`config.mk`:
```
export PLATFORM = sky130hd
export DESIGN_NAME = lossless_byte_tokenizer_flat
export DESIGN_NICKNAME = d
export VERILOG_FILES = /design/src/rtl/core/lbt_pkg.sv /design/src/rtl/core/lbt_if.sv /design/src/rtl/core/lossless_byte_tokenizer.sv /design/src/rtl/core/lbt_front.sv /design/src/rtl/core/lbt_queue.sv /design/src/rtl/core/lbt_back.sv /design/src/flat_wrapper.sv
export SDC_FILE = /design/constraint.sdc
export NUM_CORES = 1
export LEC_CHECK = 0
export ABC_AREA = 1
export BUFFER_PORTS_ARGS = -buffer_cell sky130_fd_sc_hd__buf_2
export CORE_UTILIZATION = 40
export DETAILED_ROUTE_END_ITERATION = 8
export PLACE_DENSITY_LB_ADDON = 0.15
export RECOVER_POWER = 50
export SLEW_MARGIN = 0
export SYNTH_ARGS = -nofsm -noshare
export SYNTH_HDL_FRONTEND = slang
export SYNTH_HIERARCHICAL = 1
export SYNTH_SLANG_ARGS = --single-unit
```
`constraint.sdc`:
```
create_clock -name clk_i -period 15.85 [get_ports clk_i]
set_input_delay 2.3775 -clock clk_i [delete_from_list [all_inputs] [get_ports clk_i]]
set_output_delay 2.3775 -clock clk_i [all_outputs]
set_load 0.05 [all_outputs]
```
`src/rtl/core/lbt_pkg.sv`:
```
// Shared types and constants of the lossless byte tokenizer.
package lbt_pkg;

  localparam int unsigned CFG_IDX_W  = 2;
  localparam int unsigned CFG_DATA_W = 64;
  localparam int unsigned OUT_OFS_W  = 32;
  localparam int unsigned SRC_W      = 16;
  localparam int unsigned COND_W     = 64;
  localparam int unsigned REC_SLOTS  = 3;

  // Register indexes on the configuration channel
  localparam logic [CFG_IDX_W-1:0] CFG_SOURCE_ID        = 2'd0;
  localparam logic [CFG_IDX_W-1:0] CFG_ACTIVATION_START = 2'd1;
  localparam logic [CFG_IDX_W-1:0] CFG_CONDITION_WORD   = 2'd2;

  // Record type codes
  localparam logic REC_TOKEN    = 1'b0;
  localparam logic REC_TRAILING = 1'b1;

  // Byte classes
  localparam logic [7:0] CHAR_UNDERSCORE = 8'h5F;
  localparam logic [7:0] CHAR_SPACE      = 8'h20;
  localparam logic [7:0] CHAR_TAB        = 8'h09;
  localparam logic [7:0] CHAR_CR         = 8'h0D;
  localparam logic [7:0] CHAR_DIGIT_LO   = 8'h30;
  localparam logic [7:0] CHAR_DIGIT_HI   = 8'h39;
  localparam logic [7:0] CHAR_UPPER_LO   = 8'h41;
  localparam logic [7:0] CHAR_UPPER_HI   = 8'h5A;
  localparam logic [7:0] CHAR_LOWER_LO   = 8'h61;
  localparam logic [7:0] CHAR_LOWER_HI   = 8'h7A;

  // One record as carried from front to back
  typedef struct packed {
    logic                 rtype;
    logic [OUT_OFS_W-1:0] trivia;
    logic [OUT_OFS_W-1:0] token;
    logic [OUT_OFS_W-1:0] end_ofs;
    logic                 active;
    logic                 ovf;
  } rec_t;

  // All records caused by one byte; cnt is 0 to 3, and only batches with records are pushed
  typedef struct packed {
    logic [1:0]                cnt;
    rec_t [REC_SLOTS-1:0]      recs;
  } batch_t;

  function automatic logic is_word_byte(logic [7:0] c);
    return (c >= CHAR_DIGIT_LO && c <= CHAR_DIGIT_HI) ||
           (c >= CHAR_UPPER_LO && c <= CHAR_UPPER_HI) ||
           (c >= CHAR_LOWER_LO && c <= CHAR_LOWER_HI) ||
           (c == CHAR_UNDERSCORE);
  endfunction

  function automatic logic is_space_byte(logic [7:0] c);
    return (c == CHAR_SPACE) || (c >= CHAR_TAB && c <= CHAR_CR);
  endfunction

endpackage

```
`src/rtl/core/lbt_if.sv`:
```
// Channel interfaces of the lossless byte tokenizer: text in, records out, config write.
interface lbt_in_if;
  logic       valid;
  logic       ready;
  logic [7:0] text_byte;
  logic       end_of_text;

  modport source (output valid, output text_byte, output end_of_text, input ready);
  modport sink   (input valid, input text_byte, input end_of_text, output ready);
endinterface

interface lbt_out_if;
  logic                          valid;
  logic                          ready;
  logic                          record_type;
  logic [lbt_pkg::OUT_OFS_W-1:0] trivia_offset;
  logic [lbt_pkg::OUT_OFS_W-1:0] token_offset;
  logic [lbt_pkg::OUT_OFS_W-1:0] end_offset;
  logic [lbt_pkg::SRC_W-1:0]     span_source;
  logic                          is_active;
  logic [lbt_pkg::COND_W-1:0]    condition_tag;
  logic                          offset_overflow;
  logic                          last_of_run;

  modport source (output valid, output record_type, output trivia_offset,
                  output token_offset, output end_offset, output span_source,
                  output is_active, output condition_tag, output offset_overflow,
                  output last_of_run, input ready);
  modport sink   (input valid, input record_type, input trivia_offset,
                  input token_offset, input end_offset, input span_source,
                  input is_active, input condition_tag, input offset_overflow,
                  input last_of_run, output ready);
endinterface

interface lbt_cfg_if;
  logic                           valid;
  logic                           ready;
  logic [lbt_pkg::CFG_IDX_W-1:0]  index;
  logic [lbt_pkg::CFG_DATA_W-1:0] data;

  modport source (output valid, output index, output data, input ready);
  modport sink   (input valid, input index, input data, output ready);
endinterface

```
`src/rtl/core/lossless_byte_tokenizer.sv`:
```
// Top level of the lossless byte tokenizer: config registers, front, queue and back.
//
// The tokenizer takes source text one byte per transaction and reports spans:
// every token record carries where its leading trivia starts, where the token
// starts and one past its end, the source id, an active flag and the condition
// word; the byte flagged end_of_text closes any open word and adds a trailing
// trivia record. A byte is accepted every cycle as long as the two-entry batch
// queue has room. Each byte yields zero to three records, and the output
// register sends one record per cycle while the receiver is ready, so the
// records of a byte take the output in turn: the output port sets the sustained rate, one
// byte per cycle while bytes average at most one record. Word and whitespace bytes that
// close nothing yield no record and cost the output nothing. Records of one
// byte leave in order, the last one marked with last_of_run. Offsets count
// OFFSET_BITS wide, saturate at their top value (offset_overflow then set for
// the rest of the source) and are shown in the low 32 bits. Write the config
// registers only while no records are pending; there is no clearing pass.
module lossless_byte_tokenizer #(
  parameter int unsigned OFFSET_BITS = 32
) (
  input  logic        clk_i,
  input  logic        rst_ni,
  lbt_in_if.sink      in_i,
  lbt_out_if.source   out_o,
  lbt_cfg_if.sink     cfg_i
);

  logic [lbt_pkg::SRC_W-1:0]     source_id_q;
  logic [lbt_pkg::OUT_OFS_W-1:0] act_start_q;
  logic [lbt_pkg::COND_W-1:0]    cond_word_q;

  logic            push;
  lbt_pkg::batch_t batch;
  logic            queue_ready;
  logic            head_valid;
  lbt_pkg::batch_t head;
  logic            pop;

  // Config writes are always taken; an index past the list is dropped
  assign cfg_i.ready = 1'b1;

  always_ff @(posedge clk_i or negedge rst_ni) begin
    if (!rst_ni) begin
      source_id_q <= '0;
      act_start_q <= '0;
      cond_word_q <= '0;
    end else if (cfg_i.valid) begin
      unique case (cfg_i.index)
        lbt_pkg::CFG_SOURCE_ID:        source_id_q <= cfg_i.data[lbt_pkg::SRC_W-1:0];
        lbt_pkg::CFG_ACTIVATION_START: act_start_q <= cfg_i.data[lbt_pkg::OUT_OFS_W-1:0];
        lbt_pkg::CFG_CONDITION_WORD:   cond_word_q <= cfg_i.data;
        default: ;
      endcase
    end
  end

  // Front: classify the byte and build the batch of records it causes
  lbt_front #(
    .OFFSET_BITS (OFFSET_BITS)
  ) u_front (
    .clk_i         (clk_i),
    .rst_ni        (rst_ni),
    .in_i          (in_i),
    .act_start_i   (act_start_q),
    .push_o        (push),
    .batch_o       (batch),
    .queue_ready_i (queue_ready)
  );

  // Queue: decouple byte intake from record output
  lbt_queue u_queue (
    .clk_i        (clk_i),
    .rst_ni       (rst_ni),
    .push_i       (push),
    .batch_i      (batch),
    .ready_o      (queue_ready),
    .head_valid_o (head_valid),
    .head_o       (head),
    .pop_i        (pop)
  );

  // Back: serialize records onto the output register
  lbt_back u_back (
    .clk_i        (clk_i),
    .rst_ni       (rst_ni),
    .head_valid_i (head_valid),
    .head_i       (head),
    .pop_o        (pop),
    .source_id_i  (source_id_q),
    .condition_i  (cond_word_q),
    .out_o        (out_o)
  );

endmodule

```
`src/rtl/core/lbt_front.sv`:
```
// Front end: classify each byte, track word and trivia state, build record batches.
module lbt_front #(
  parameter int unsigned OFFSET_BITS = 32
) (
  input  logic                          clk_i,
  input  logic                          rst_ni,
  lbt_in_if.sink                        in_i,
  input  logic [lbt_pkg::OUT_OFS_W-1:0] act_start_i,
  output logic                          push_o,
  output lbt_pkg::batch_t               batch_o,
  input  logic                          queue_ready_i
);

  localparam logic [OFFSET_BITS-1:0] OFFSET_MAX = '1;
  localparam logic [OFFSET_BITS-1:0] OFFSET_ONE = {{(OFFSET_BITS-1){1'b0}}, 1'b1};

  logic [OFFSET_BITS-1:0] pos_q, pos_d;
  logic [OFFSET_BITS-1:0] triv_q, triv_d;
  logic [OFFSET_BITS-1:0] ws_q, ws_d;
  logic                   inside_q, inside_d;
  logic                   sat_q, sat_d;
  logic                   accept;

  function automatic logic [lbt_pkg::OUT_OFS_W-1:0] low_ofs(logic [OFFSET_BITS-1:0] x);
    logic [63:0] wide;
    wide = 64'(x);
    return wide[lbt_pkg::OUT_OFS_W-1:0];
  endfunction

  function automatic lbt_pkg::rec_t mk_rec(logic rtype, logic [OFFSET_BITS-1:0] triv,
                                           logic [OFFSET_BITS-1:0] tok,
                                           logic [OFFSET_BITS-1:0] end_ofs,
                                           logic [lbt_pkg::OUT_OFS_W-1:0] act,
                                           logic ovf);
    lbt_pkg::rec_t r;
    r.rtype   = rtype;
    r.trivia  = low_ofs(triv);
    r.token   = low_ofs(tok);
    r.end_ofs = low_ofs(end_ofs);
    r.active  = (rtype == lbt_pkg::REC_TOKEN) && (64'(tok) >= 64'(act));
    r.ovf     = ovf;
    return r;
  endfunction

  assign in_i.ready = queue_ready_i;
  assign accept     = in_i.valid && in_i.ready;

  always_comb begin
    logic [OFFSET_BITS-1:0] nxt;
    logic                   sat_now;
    logic [1:0]             n;
    n         = 2'd0;
    sat_now   = sat_q || (pos_q == OFFSET_MAX);
    nxt       = (pos_q == OFFSET_MAX) ? OFFSET_MAX : pos_q + OFFSET_ONE;
    triv_d    = triv_q;
    ws_d      = ws_q;
    inside_d  = inside_q;
    pos_d     = nxt;
    sat_d     = sat_now;
    batch_o   = '0;

    if (lbt_pkg::is_word_byte(in_i.text_byte)) begin
      if (!inside_d) begin
        inside_d = 1'b1;
        ws_d     = pos_q;
      end
    end else begin
      // close an open word at this byte
      if (inside_d) begin
        batch_o.recs[n] = mk_rec(lbt_pkg::REC_TOKEN, triv_d, ws_d, pos_q,
                                 act_start_i, sat_now);
        n        = n + 2'd1;
        inside_d = 1'b0;
        triv_d   = pos_q;
      end
      if (!lbt_pkg::is_space_byte(in_i.text_byte)) begin
        batch_o.recs[n] = mk_rec(lbt_pkg::REC_TOKEN, triv_d, pos_q, nxt,
                                 act_start_i, sat_now);
        n      = n + 2'd1;
        triv_d = nxt;
      end
    end

    if (in_i.end_of_text) begin
      if (inside_d) begin
        batch_o.recs[n] = mk_rec(lbt_pkg::REC_TOKEN, triv_d, ws_d, nxt,
                                 act_start_i, sat_now);
        n      = n + 2'd1;
        triv_d = nxt;
      end
      batch_o.recs[n] = mk_rec(lbt_pkg::REC_TRAILING, triv_d, nxt, nxt,
                               act_start_i, sat_now);
      n        = n + 2'd1;
      // start the next source from offset zero
      pos_d    = '0;
      inside_d = 1'b0;
      triv_d   = '0;
      ws_d     = '0;
      sat_d    = 1'b0;
    end

    batch_o.cnt = n;
  end

  assign push_o = accept && (batch_o.cnt != 2'd0);

  always_ff @(posedge clk_i or negedge rst_ni) begin
    if (!rst_ni) begin
      pos_q    <= '0;
      triv_q   <= '0;
      ws_q     <= '0;
      inside_q <= 1'b0;
      sat_q    <= 1'b0;
    end else if (accept) begin
      pos_q    <= pos_d;
      triv_q   <= triv_d;
      ws_q     <= ws_d;
      inside_q <= inside_d;
      sat_q    <= sat_d;
    end
  end

endmodule

```
`src/rtl/core/lbt_queue.sv`:
```
// Two-entry queue of record batches between front and back.
module lbt_queue (
  input  logic            clk_i,
  input  logic            rst_ni,
  input  logic            push_i,
  input  lbt_pkg::batch_t batch_i,
  output logic            ready_o,
  output logic            head_valid_o,
  output lbt_pkg::batch_t head_o,
  input  logic            pop_i
);

  lbt_pkg::batch_t mem_q [2];
  logic            wr_ptr_q, wr_ptr_d;
  logic            rd_ptr_q, rd_ptr_d;
  logic [1:0]      count_q, count_d;

  assign ready_o      = (count_q != 2'd2);
  assign head_valid_o = (count_q != 2'd0);
  assign head_o       = mem_q[rd_ptr_q];

  always_comb begin
    wr_ptr_d = wr_ptr_q;
    rd_ptr_d = rd_ptr_q;
    count_d  = count_q;
    if (push_i) begin
      wr_ptr_d = ~wr_ptr_q;
    end
    if (pop_i) begin
      rd_ptr_d = ~rd_ptr_q;
    end
    case ({push_i, pop_i})
      2'b10:   count_d = count_q + 2'd1;
      2'b01:   count_d = count_q - 2'd1;
      default: count_d = count_q;
    endcase
  end

  always_ff @(posedge clk_i) begin
    if (push_i) begin
      mem_q[wr_ptr_q] <= batch_i;
    end
  end

  always_ff @(posedge clk_i or negedge rst_ni) begin
    if (!rst_ni) begin
      wr_ptr_q <= 1'b0;
      rd_ptr_q <= 1'b0;
      count_q  <= 2'd0;
    end else begin
      wr_ptr_q <= wr_ptr_d;
      rd_ptr_q <= rd_ptr_d;
      count_q  <= count_d;
    end
  end

endmodule

```
`src/rtl/core/lbt_back.sv`:
```
// Back end: walk the records of the head batch onto the registered output channel.
module lbt_back (
  input  logic                          clk_i,
  input  logic                          rst_ni,
  input  logic                          head_valid_i,
  input  lbt_pkg::batch_t               head_i,
  output logic                          pop_o,
  input  logic [lbt_pkg::SRC_W-1:0]     source_id_i,
  input  logic [lbt_pkg::COND_W-1:0]    condition_i,
  lbt_out_if.source                     out_o
);

  logic          valid_q, valid_d;
  logic [1:0]    idx_q, idx_d;
  logic          load;
  logic          last;
  lbt_pkg::rec_t sel;

  logic                          rtype_q;
  logic [lbt_pkg::OUT_OFS_W-1:0] triv_q, tok_q, end_q;
  logic [lbt_pkg::SRC_W-1:0]     src_q;
  logic                          active_q, ovf_q, last_q;
  logic [lbt_pkg::COND_W-1:0]    cond_q;

  assign sel   = head_i.recs[idx_q];
  assign last  = (idx_q == head_i.cnt - 2'd1);
  assign load  = head_valid_i && (!valid_q || out_o.ready);
  assign pop_o = load && last;

  always_comb begin
    idx_d   = idx_q;
    valid_d = valid_q;
    if (load) begin
      idx_d   = last ? 2'd0 : idx_q + 2'd1;
      valid_d = 1'b1;
    end else if (out_o.ready) begin
      valid_d = 1'b0;
    end
  end

  always_ff @(posedge clk_i or negedge rst_ni) begin
    if (!rst_ni) begin
      valid_q <= 1'b0;
      idx_q   <= 2'd0;
    end else begin
      valid_q <= valid_d;
      idx_q   <= idx_d;
    end
  end

  always_ff @(posedge clk_i) begin
    if (load) begin
      rtype_q  <= sel.rtype;
      triv_q   <= sel.trivia;
      tok_q    <= sel.token;
      end_q    <= sel.end_ofs;
      src_q    <= source_id_i;
      active_q <= sel.active;
      cond_q   <= (sel.rtype == lbt_pkg::REC_TOKEN) ? condition_i : '0;
      ovf_q    <= sel.ovf;
      last_q   <= last;
    end
  end

  assign out_o.valid           = valid_q;
  assign out_o.record_type     = rtype_q;
  assign out_o.trivia_offset   = triv_q;
  assign out_o.token_offset    = tok_q;
  assign out_o.end_offset      = end_q;
  assign out_o.span_source     = src_q;
  assign out_o.is_active       = active_q;
  assign out_o.condition_tag   = cond_q;
  assign out_o.offset_overflow = ovf_q;
  assign out_o.last_of_run     = last_q;

endmodule

```
`src/flat_wrapper.sv`:
```
// flat-port wrapper written by rule: the top's interface ports become plain ports
module lossless_byte_tokenizer_flat 
#(
  parameter int unsigned OFFSET_BITS = 32
)
  (clk_i, rst_ni, in_i_valid, in_i_text_byte, in_i_end_of_text, in_i_ready, out_o_valid, out_o_record_type, out_o_trivia_offset, out_o_token_offset, out_o_end_offset, out_o_span_source, out_o_is_active, out_o_condition_tag, out_o_offset_overflow, out_o_last_of_run, out_o_ready, cfg_i_valid, cfg_i_index, cfg_i_data, cfg_i_ready);
  lbt_in_if in_i_i ();
  lbt_out_if out_o_i ();
  lbt_cfg_if cfg_i_i ();
  input  logic clk_i;
  input  logic rst_ni;
  input wire logic [$bits(in_i_i.valid)-1:0] in_i_valid;
  input wire logic [$bits(in_i_i.text_byte)-1:0] in_i_text_byte;
  input wire logic [$bits(in_i_i.end_of_text)-1:0] in_i_end_of_text;
  output wire logic [$bits(in_i_i.ready)-1:0] in_i_ready;
  output wire logic [$bits(out_o_i.valid)-1:0] out_o_valid;
  output wire logic [$bits(out_o_i.record_type)-1:0] out_o_record_type;
  output wire logic [$bits(out_o_i.trivia_offset)-1:0] out_o_trivia_offset;
  output wire logic [$bits(out_o_i.token_offset)-1:0] out_o_token_offset;
  output wire logic [$bits(out_o_i.end_offset)-1:0] out_o_end_offset;
  output wire logic [$bits(out_o_i.span_source)-1:0] out_o_span_source;
  output wire logic [$bits(out_o_i.is_active)-1:0] out_o_is_active;
  output wire logic [$bits(out_o_i.condition_tag)-1:0] out_o_condition_tag;
  output wire logic [$bits(out_o_i.offset_overflow)-1:0] out_o_offset_overflow;
  output wire logic [$bits(out_o_i.last_of_run)-1:0] out_o_last_of_run;
  input wire logic [$bits(out_o_i.ready)-1:0] out_o_ready;
  input wire logic [$bits(cfg_i_i.valid)-1:0] cfg_i_valid;
  input wire logic [$bits(cfg_i_i.index)-1:0] cfg_i_index;
  input wire logic [$bits(cfg_i_i.data)-1:0] cfg_i_data;
  output wire logic [$bits(cfg_i_i.ready)-1:0] cfg_i_ready;
  assign in_i_i.valid = in_i_valid;
  assign in_i_i.text_byte = in_i_text_byte;
  assign in_i_i.end_of_text = in_i_end_of_text;
  assign in_i_ready = in_i_i.ready;
  assign out_o_valid = out_o_i.valid;
  assign out_o_record_type = out_o_i.record_type;
  assign out_o_trivia_offset = out_o_i.trivia_offset;
  assign out_o_token_offset = out_o_i.token_offset;
  assign out_o_end_offset = out_o_i.end_offset;
  assign out_o_span_source = out_o_i.span_source;
  assign out_o_is_active = out_o_i.is_active;
  assign out_o_condition_tag = out_o_i.condition_tag;
  assign out_o_offset_overflow = out_o_i.offset_overflow;
  assign out_o_last_of_run = out_o_i.last_of_run;
  assign out_o_i.ready = out_o_ready;
  assign cfg_i_i.valid = cfg_i_valid;
  assign cfg_i_i.index = cfg_i_index;
  assign cfg_i_i.data = cfg_i_data;
  assign cfg_i_ready = cfg_i_i.ready;
  lossless_byte_tokenizer #(.OFFSET_BITS(OFFSET_BITS)) u_core (.clk_i(clk_i), .rst_ni(rst_ni), .in_i(in_i_i), .out_o(out_o_i), .cfg_i(cfg_i_i));
endmodule
```
==> results.txt, run 1 <==
----------------------------------------------------
[Final layout]
  Final core area utilization ... 45.0%
  Number of inserted filler cells in the final layout ... 11549
  Number of nets at the end of the flow ... 5245
  Design area ... 53300 µm²
  Layout overhead on the synthesized area ... 11.1%
  Share of layout cells above drive strength 1 ... about 7.6%
  Non-filler instance count after layout ... 6764

[Timing]
  Worst Skew ... 36.9 ps
  Smallest setup slack after layout ... 5250 ps
  Transition at the pin with the smallest max-transition slack ... about 5700 ps
  Final clock period utilization by the worst path ... around 67%
  Number of pins exceeding their max-slew limit in the final report ... 1135
  Min Tclk post-route ... 10600 ps
  Max Fclk ... 0.0943 GHz
  Worst slew margin relative to its limit ... -277%
  Sum of negative setup slack ... 0 ps
  Count of endpoints failing hold in the final timing report ... 0
  Unrepaired setup endpoints after global routing ... false
  Setup Viol. Count Final ... 0
  Worst hold slack ... 449 ps

[Clock network]
  Clock latency at the later pin of the worst-skew pair ... 730 ps
  Clock-pin transition on the worst setup and hold timing paths ... roughly 60 ps
  Clock sink total ... 995
  H-tree depth ... 3
  Number of CTS-inserted buffers ... around 110
  Setup repair bufs after CTS ... 0
  Buffer levels on the longest clock path ... 3
  Cell at the root of the clock tree ... clkbuf_16
  Number of buffers added to fix hold violations after cts ... 0
  CTS tree ... yes
  Total of cells resized after clock tree synthesis ... 0

[Synth]
  Synth unique cells ... 50
  Proportion of netlist area held by the largest area contributor ... 48.7%
  Post-synthesis share of cell area spent on full adders, half adders and majority gates ... 2.66%
  Number of warnings reported in the yosys synthesis log ... 6
  Proportion of synthesized flip-flops having asynchronous set or reset ... ~22%
  Post-synth EDFFs ... 778
  Post-Synth XOR/XNOR Area ... 0.274%
  Simple-gate share of the synthesized area ... 16.8%
  Share of synthesized area occupied by flip-flops and latches ... 60.0%
  Number of synthesized register bits ... between 900 and 1000
  Cell area after synthesis ... 48000 µm²
  Synthesized instance count ... ~4900
  Mean post-synth cell area ... just under 10 µm²
  Top FF cell, synth ... edfxtp_1
  Largest family of logic cells by synthesized area ... simple AND/OR/NAND/NOR gates
  Share of synthesized area spent on multiplexers ... 0%
  Cell type with the highest aggregate area in the netlist ... edfxtp_1
  Ranking of synthesized cells by area ... edfxtp_1, dfrtp_1, nand2_1
  Synthesized-area fraction occupied by ao, oa, aoi and oai cells ... 11.4%
  Synthesized Nets ... 5116

[Power and ir drop]
  Leakage power of the design ... 22.1 nW
  Clock network fraction of design power ... 26.1%
  Comb power frac ... 34.0%
  Power Total ... 9.76 mW
  Switching Fraction ... between 40% and 50%
  Max VDD drop ... 0.165 mV
  Switching power ... 3.97 mW
  Cell internal power dissipation ... 5.79 mW
  Total power density per cell area ... 183 nW/µm²
  Reg power frac ... 39.9%

[Floorplan]
  Full die area ... 121000 µm²
  Core Footprint ... between 100000 and 150000 µm²
  Die width ... 348 µm
  Total I/O pin count ... 263
  Chip height ... approximately 350 µm
  # rows ... between 100 and 150
  Effective utilization at floorplan ... approximately two fifths

[Setup path]
  Required time of the worst setup path ... approximately 16000 ps
  Largest fanout on the critical path ... between 60 and 70
  Nature of the critical path endpoint ... flip-flop
  Critical Path Start Type ... primary input
  CP arrival ... approximately 11000 ps
  Category of the most critical setup path ... primary input to flip-flop

[Worst hold path]
  Min-Delay Path Class ... flip-flop to flip-flop

[Detailed routing]
  Iteration-0 DRC count of the detailed router ... around 3600
  Detail-routed net length per standard cell ... 22.6 µm
  Via total after detailed routing ... 36021
  Vias per cell ... 5.33
  DRC errors left ... 0
  Number of iterations in the first detailed-routing pass ... 6
  Post-Route WL ... 153 mm
  Antenna Violating Nets Remaining ... 0

[Global route]
  Gr usage total ... 25.0%
  Via count of the first global-routing pass ... approximately 34000
  Final global-route overflow total ... 0
  Number of antenna violations at the first check in global routing ... 15
  Largest net degree at the start of global routing ... between 200 and 300
  Wire length of the first global-routing pass ... 225 mm

[Outcome]
  Failing checks ... max-capacitance violations, max-slew violations
  Status ... complete, but fails checks

[Placement]
  Worst slack, placed ... 8300 ps
  Number of I/O port buffers ... between 200 and 300
  Placed standard-cell area ... between 50000 and 60000 µm²
  Placed insts ... 6553
  Gp weighted congestion ... 0.973
  HPWL reported at the end of detailed placement ... around 100 mm

[Job]
  Max cap viols ... 20

----------------------------------------------------
[placed cells by master, fill, tap and decap left out, types with 3 or more instances in the layout]
master / count
nand2_1: 1103
edfxtp_1: 778
inv_1: 653
o21ai_0: 614
nor2_1: 291
clkbuf_1: 233
dfrtp_1: 214
nand3_1: 213
o22ai_1: 143
nand4_1: 115
clkbuf_16: 110
a21oi_1: 103
ha_1: 102
o21ai_1: 81
buf_2: 76
nor2_4: 51
o21a_1: 35
buf_4: 30
clkinv_2: 20
nand2_2: 20
clkinv_1: 18
nand3_2: 16
inv_2: 14
xor2_1: 14
o211ai_1: 12
a21boi_0: 12
bufinv_16: 10
nor2_2: 10
clkbuf_8: 9
diode_2: 6
o21bai_1: 5
nor3_1: 4
a21boi_1: 4
inv_6: 3
dfrtp_4: 3
a21o_1: 3
nor4_1: 3
nand3b_1: 3
or2_2: 3
[worst max-delay path, stage by stage]
cell	delay (ps)
clkbuf_1	100
nor2_1	150
nand2_1	70
nand3_1	70
nand2_1	100
nand2_1	70
clkbuf_1	1690
ha_1	340
nor2_1	90
ha_1	200
nand2_2	50
clkbuf_1	2890
clkinv_1	2140
nand2_1	440
inv_1	90
[final cells by class]
class	instances	area, µm²	share of cell area (%)
sequential	995	28800	54.0
multi-input combinational	2975	15000	28.1
clock buffer	152	3000	5.63
inverter	675	2540	4.77
tap	1600	2000	3.75
timing repair buffer	308	1400	2.62
clock inverter	53	591	1.11
antenna	6	15.0	0.0282
[path summary, 6_finish.rpt]
kind                                         from                                    to  slack (ps)  depth (start not counted)
max                             in_i_text_byte[2]          u_core/u_queue/mem_q[0][227]        5250                         15
min                        u_core/source_id_q[14]   u_core/u_back/out_o.span_source[14]         450                          0
max reg2reg                u_core/u_back/idx_q[0]  u_core/u_back/out_o.token_offset[30]        6170                          5
min reg2reg                u_core/source_id_q[14]   u_core/u_back/out_o.span_source[14]         450                          0
max in group asynchronous                  rst_ni                u_core/u_back/idx_q[1]        6270                          2
min in group asynchronous                  rst_ni                u_core/cond_word_q[21]        3720                          1
[power by group through the flow]
stage | Combinational, mW | Sequential (mW) | Clock, mW
3_5_place_dp | 3.40 | 3.91 | 0
2_1_floorplan | 1.64 | 4.81 | 0
3_3_place_gp | 3.38 | 3.91 | 0
6_report | 3.32 | 3.89 | 2.55
5_1_grt | 3.59 | 3.95 | 2.71
4_1_cts | 3.40 | 3.87 | 2.61
[logic make-up (layout without fill, tap and decap cells)]
kind of cell               Yosys count  in the layout
adders and majority gates          102            102
buffers and inverters              964           1188
other                                2              8
and+or+nand+nor                   1836           1836
xor gates and xnor gates            15             15
DFF                                995            995
AOI/OAI and AO/OA                 1020           1020
[flip-flops by register name, summed over array words and instances, names as in the netlist, 2 cells and up]
register and count:
u_core/cond_word_q 64, u_core/u_back/out_o.end_offset 32, u_core/u_queue/count_q 2, u_core/u_front/ws_q 32, u_core/u_front/triv_q 32, u_core/source_id_q 16, u_core/u_back/out_o.token_offset 32, u_core/act_start_q 32
u_core/u_back/out_o.span_source 16, u_core/u_back/out_o.trivia_offset 32, u_core/u_back/out_o.condition_tag 64, u_core/u_back/idx_q 2, u_core/u_queue/mem_q 598, u_core/u_front/pos_q 32
[cell usage after synthesis (all sizes together), types with 3 or more instances]
cell type     n
o21bai        5
a21boi       16
clkbuf      116
nand3       229
nor3          4
nor4          3
ha          102
o22ai       143
nand2      1125
o211ai       12
or2           3
a21oi       104
inv         671
a21o          3
o21a         35
nand3b        3
buf         173
o21ai       698
clkinv        4
xor2         14
nand4       115
dfrtp       217
nor2        352
edfxtp      778
[routing by layer]
metal / GRT usage (%) / part of all wire, %
met4: 10.8 / 4.3
met3: 4.70 / 7.6
met1: 34.2 / 43
met5: 0 / 0.049
met2: 38.8 / 45
Power figures use the tool's default switching activity.
==> inputs of run 2 (changes only) <==
clock period = 9.45 ns   (was 15.85 ns; I/O delays follow)
==> run 2 against run 1 <==
  * The run still ends with max-capacitance violations, max-slew violations left
  * Hold slack improved by 3.7 ps
  * Critical path type unchanged
  * Utilization decreased by 0.14 points
  * Highest routed layer unchanged
  * Clock skew increased by 14 ps
  * Die area unchanged
  * Critical endpoint is now u_core/u_queue/mem_q[0][1]
==> results.txt, run 2 (synthesis results as in run 1) <==
----------------------------------------------------
[Outcome]
  Status ... complete, but fails checks (unchanged)
  Failing checks ... max-capacitance violations, max-slew violations (unchanged)

[Floorplan]
  # rows ... 126 (unchanged)
  Total I/O pin count ... 263 (unchanged)
  Full die area ... 121000 µm² (unchanged)
  Effective utilization at floorplan ... 40.5% (unchanged)
  Chip height ... 348 µm (unchanged)
  Core Footprint ... 119000 µm² (unchanged)
  Die width ... 348 µm (unchanged)

[Timing]
  Max Fclk ... around 0.14 GHz
  Worst slew margin relative to its limit ... -180% (was -277%)
  Min Tclk post-route ... 7330 ps
  Unrepaired setup endpoints after global routing ... false (unchanged)
  Transition at the pin with the smallest max-transition slack ... 4200 ps (was 5650 ps)
  Count of endpoints failing hold in the final timing report ... 0 (unchanged)
  Number of pins exceeding their max-slew limit in the final report ... 947 (was 1135)
  Worst Skew ... 50.6 ps (was 36.9 ps)
  Final clock period utilization by the worst path ... 77.5%
  Sum of negative setup slack ... 0 ps (unchanged)
  Setup Viol. Count Final ... 0 (unchanged)

[Clock network]
  Cell at the root of the clock tree ... clkbuf_16 (unchanged)
  Setup repair bufs after CTS ... 0 (unchanged)
  Number of CTS-inserted buffers ... 107 (was 108)
  Clock sink total ... 995 (unchanged)
  Clock-pin transition on the worst setup and hold timing paths ... 60 ps (about the same)
  Clock latency at the later pin of the worst-skew pair ... 730 ps (about the same)
  Buffer levels on the longest clock path ... 3 (unchanged)
  Number of buffers added to fix hold violations after cts ... 0 (unchanged)
  CTS tree ... yes (unchanged)
  H-tree depth ... 3 (unchanged)
  Total of cells resized after clock tree synthesis ... 0 (unchanged)

[Worst hold path]
  Sink of the worst hold path ... u_core/u_back/out_o.span_source[7] (was u_core/u_back/out_o.span_source[14])
  Min-Delay Path Class ... flip-flop to flip-flop (unchanged)
  Cell depth of the worst hold path ... 0 (unchanged)
  Startpoint of the lowest-slack hold path ... u_core/source_id_q[7] (was u_core/source_id_q[14])

[Placement]
  Number of I/O port buffers ... 261 (unchanged)
  HPWL reported at the end of detailed placement ... 101 mm (was 100 mm)
  Gp weighted congestion ... 0.980 (was 0.973)

[Global route]
  Gr usage total ... 24.8% (was 25.0%)
  Wire length of the first global-routing pass ... 224 mm (was 225 mm)
  Number of antenna violations at the first check in global routing ... 12 (was 15)
  Final global-route overflow total ... 0 (unchanged)
  Via count of the first global-routing pass ... 33356 (was 34057)
  Largest net degree at the start of global routing ... 174 (was 271)

[Setup path]
  CP arrival ... 7870 ps (was 11040 ps)
  Category of the most critical setup path ... primary input to flip-flop (unchanged)
  Required time of the worst setup path ... 9990 ps (was 16280 ps)
  Largest fanout on the critical path ... 73 (was 64)
  Critical R2R Capture ... u_core/u_back/out_o.condition_tag[0] (was u_core/u_back/out_o.token_offset[30])
  CP most frequent cell ... nand2_1 (unchanged)
  CP max stage delay ... 2920 ps (was 2890 ps)
  Critical Path Start Type ... primary input (unchanged)
  Critical path, cell by cell ... clkbuf_1, nand2_1, nor2_1, nor2_1, nor2_1, nand2_2, inv_1, clkbuf_1, nand2_1, o21a_1, inv_1, ha_1, nand2_1, nor4_1, nand4_1, nand3_1, nand2_1, nand2_1 (was clkbuf_1, nor2_1, nand2_1, nand3_1, nand2_1, nand2_1, clkbuf_1, ha_1, nor2_1, ha_1, nand2_2, clkbuf_1, clkinv_1, nand2_1, inv_1)
  Startpoint of the worst register-to-register path ... u_core/u_back/idx_q[0] (unchanged)
  Worst-path cell with the longest stage delay ... clkbuf_1 (unchanged)
  Nature of the critical path endpoint ... flip-flop (unchanged)
  Flop2flop setup slack ... 2520 ps (was 6170 ps)
  R2R cell count ... 6 (was 5)

[Detailed routing]
  Via total after detailed routing ... 35857 (was 36021)
  Number of iterations in the first detailed-routing pass ... 6 (unchanged)
  DRC errors left ... 0 (unchanged)
  Iteration-0 DRC count of the detailed router ... 3517 (was 3584)
  Antenna Violating Nets Remaining ... 0 (unchanged)
  Detail-routed net length per standard cell ... 22.6 µm (about the same)
  Vias per cell ... 5.30 (was 5.33)
  Post-Route WL ... 153 mm (about the same)

[Final layout]
  Register name with the most flops ... u_core/u_queue/mem_q (unchanged)
  Flip-flop count of the largest register, all copies and words added ... 598 (unchanged)
  Most common cell after layout, fill and taps aside ... nand2_1 (unchanged)
  Number of nets at the end of the flow ... 5246 (was 5245)
  Commonest non-fill, non-tap cells in the layout ... nand2_1, edfxtp_1, inv_1, o21ai_0, nor2_1 (unchanged)
  Layout overhead on the synthesized area ... 10.7% (was 11.1%)
  Area of the multi-input gates ... 14900 µm² (was 15000 µm²)
  Register area ... 28800 µm² (about the same)
  Final core area utilization ... 44.8% (was 45.0%)
  Number of inserted filler cells in the final layout ... 11599 (was 11549)
  Share of layout cells above drive strength 1 ... 7.08% (was 7.62%)

[Power and ir drop]
  Max VDD drop ... 0.177 mV (was 0.165 mV)
  Switching Fraction ... 41.3% (was 40.7%)
  Leakage power of the design ... 21.9 nW (was 22.1 nW)
  Cell internal power dissipation ... 9.52 mW (was 5.79 mW)
  Switching power ... 6.70 mW (was 3.97 mW)
  Reg power frac ... 40.3% (was 39.9%)
  Comb power frac ... 34.2% (was 34.0%)
  Clock network fraction of design power ... 25.5% (was 26.1%)
  Total power density per cell area ... 305 nW/µm² (was 183 nW/µm²)

[Job]
  Max cap viols ... 18 (was 20)

----------------------------------------------------
## run 2: cell count changes in the layout (fill, tap and decap cells not counted), moves of 6 or more
cell / delta
clkbuf_1: -10
clkinv_1: +9
inv_2: -6
nand2_1: +11
nand2_2: -9
nand3_1: +11
nand3_2: -11
## run 2: layout make-up
| class | count | share of cell area (%) |
|---|---|---|
| repair buffers | 310 | 2.76 |
| clock inverters | 61 | 1.03 |
| clock buffers | 141 | 5.47 |
| inverters | 675 | 4.78 |
| multi-input cells | 2975 | 28.0 |
| diodes | 5 | 0.0235 |
| flip-flops and latches | 995 | 54.2 |
| well taps | 1600 | 3.77 |
## run 2: power groups by stage
stage / clock network (mW) / registers, mW / logic (mW)
finish: 4.13 / 6.54 / 5.54
CTS: 4.22 / 6.50 / 5.71
global placement: 0 / 6.56 / 5.68
global route: 4.38 / 6.65 / 6.00
floorplan: 0 / 7.99 / 2.75
detailed placement: 0 / 6.57 / 5.70
## run 2: worst max path at each step
stage	start	end	slack [ps]	cells past startpoint
floorplan	in_i_text_byte[2]	u_core/u_queue/mem_q[0][0]	1070	16
global placement	in_i_text_byte[2]	u_core/u_queue/mem_q[1][142]	3280	16
detailed placement	in_i_text_byte[2]	u_core/u_queue/mem_q[1][142]	3310	16
CTS	in_i_text_byte[2]	u_core/u_queue/mem_q[1][140]	4030	16
global route	in_i_text_byte[5]	u_core/u_queue/mem_q[1][243]	1940	15
finish	in_i_text_byte[2]	u_core/u_queue/mem_q[0][1]	2120	18
## run 2: stage by stage
stage | setup slack (ps) | total power [mW] | std cells | hold WS, ps | area, µm²
2_1_floorplan | 1070 | 10.7 | 4934 | 425 | 48000
3_3_place_gp | 3280 | 12.2 | 6555 | 430 | 50100
3_5_place_dp | 3310 | 12.3 | 6555 | 437 | 50100
4_1_cts | 4030 | 16.4 | 6757 | 452 | 53600
5_1_grt | 1940 | 17.0 | 6757 | 463 | 53100
6_report | 2120 | 16.2 | 6762 | 453 | 53100
## run 2: worst max-delay path, delay by kind of cell
kind	cells	cell delay (ps)
AO/OA/AOI/OAI	1	360
AND/OR/NAND/NOR	12	2540
buffers and inverters	4	3280
adder cells (fa/ha/maj)	1	110
## run 2: layer usage
layer	global-route usage (%)	routed length, µm
met4	9.33	6200
met3	4.72	12400
met1	34.2	64600
met2	38.9	69500
met5	0	41
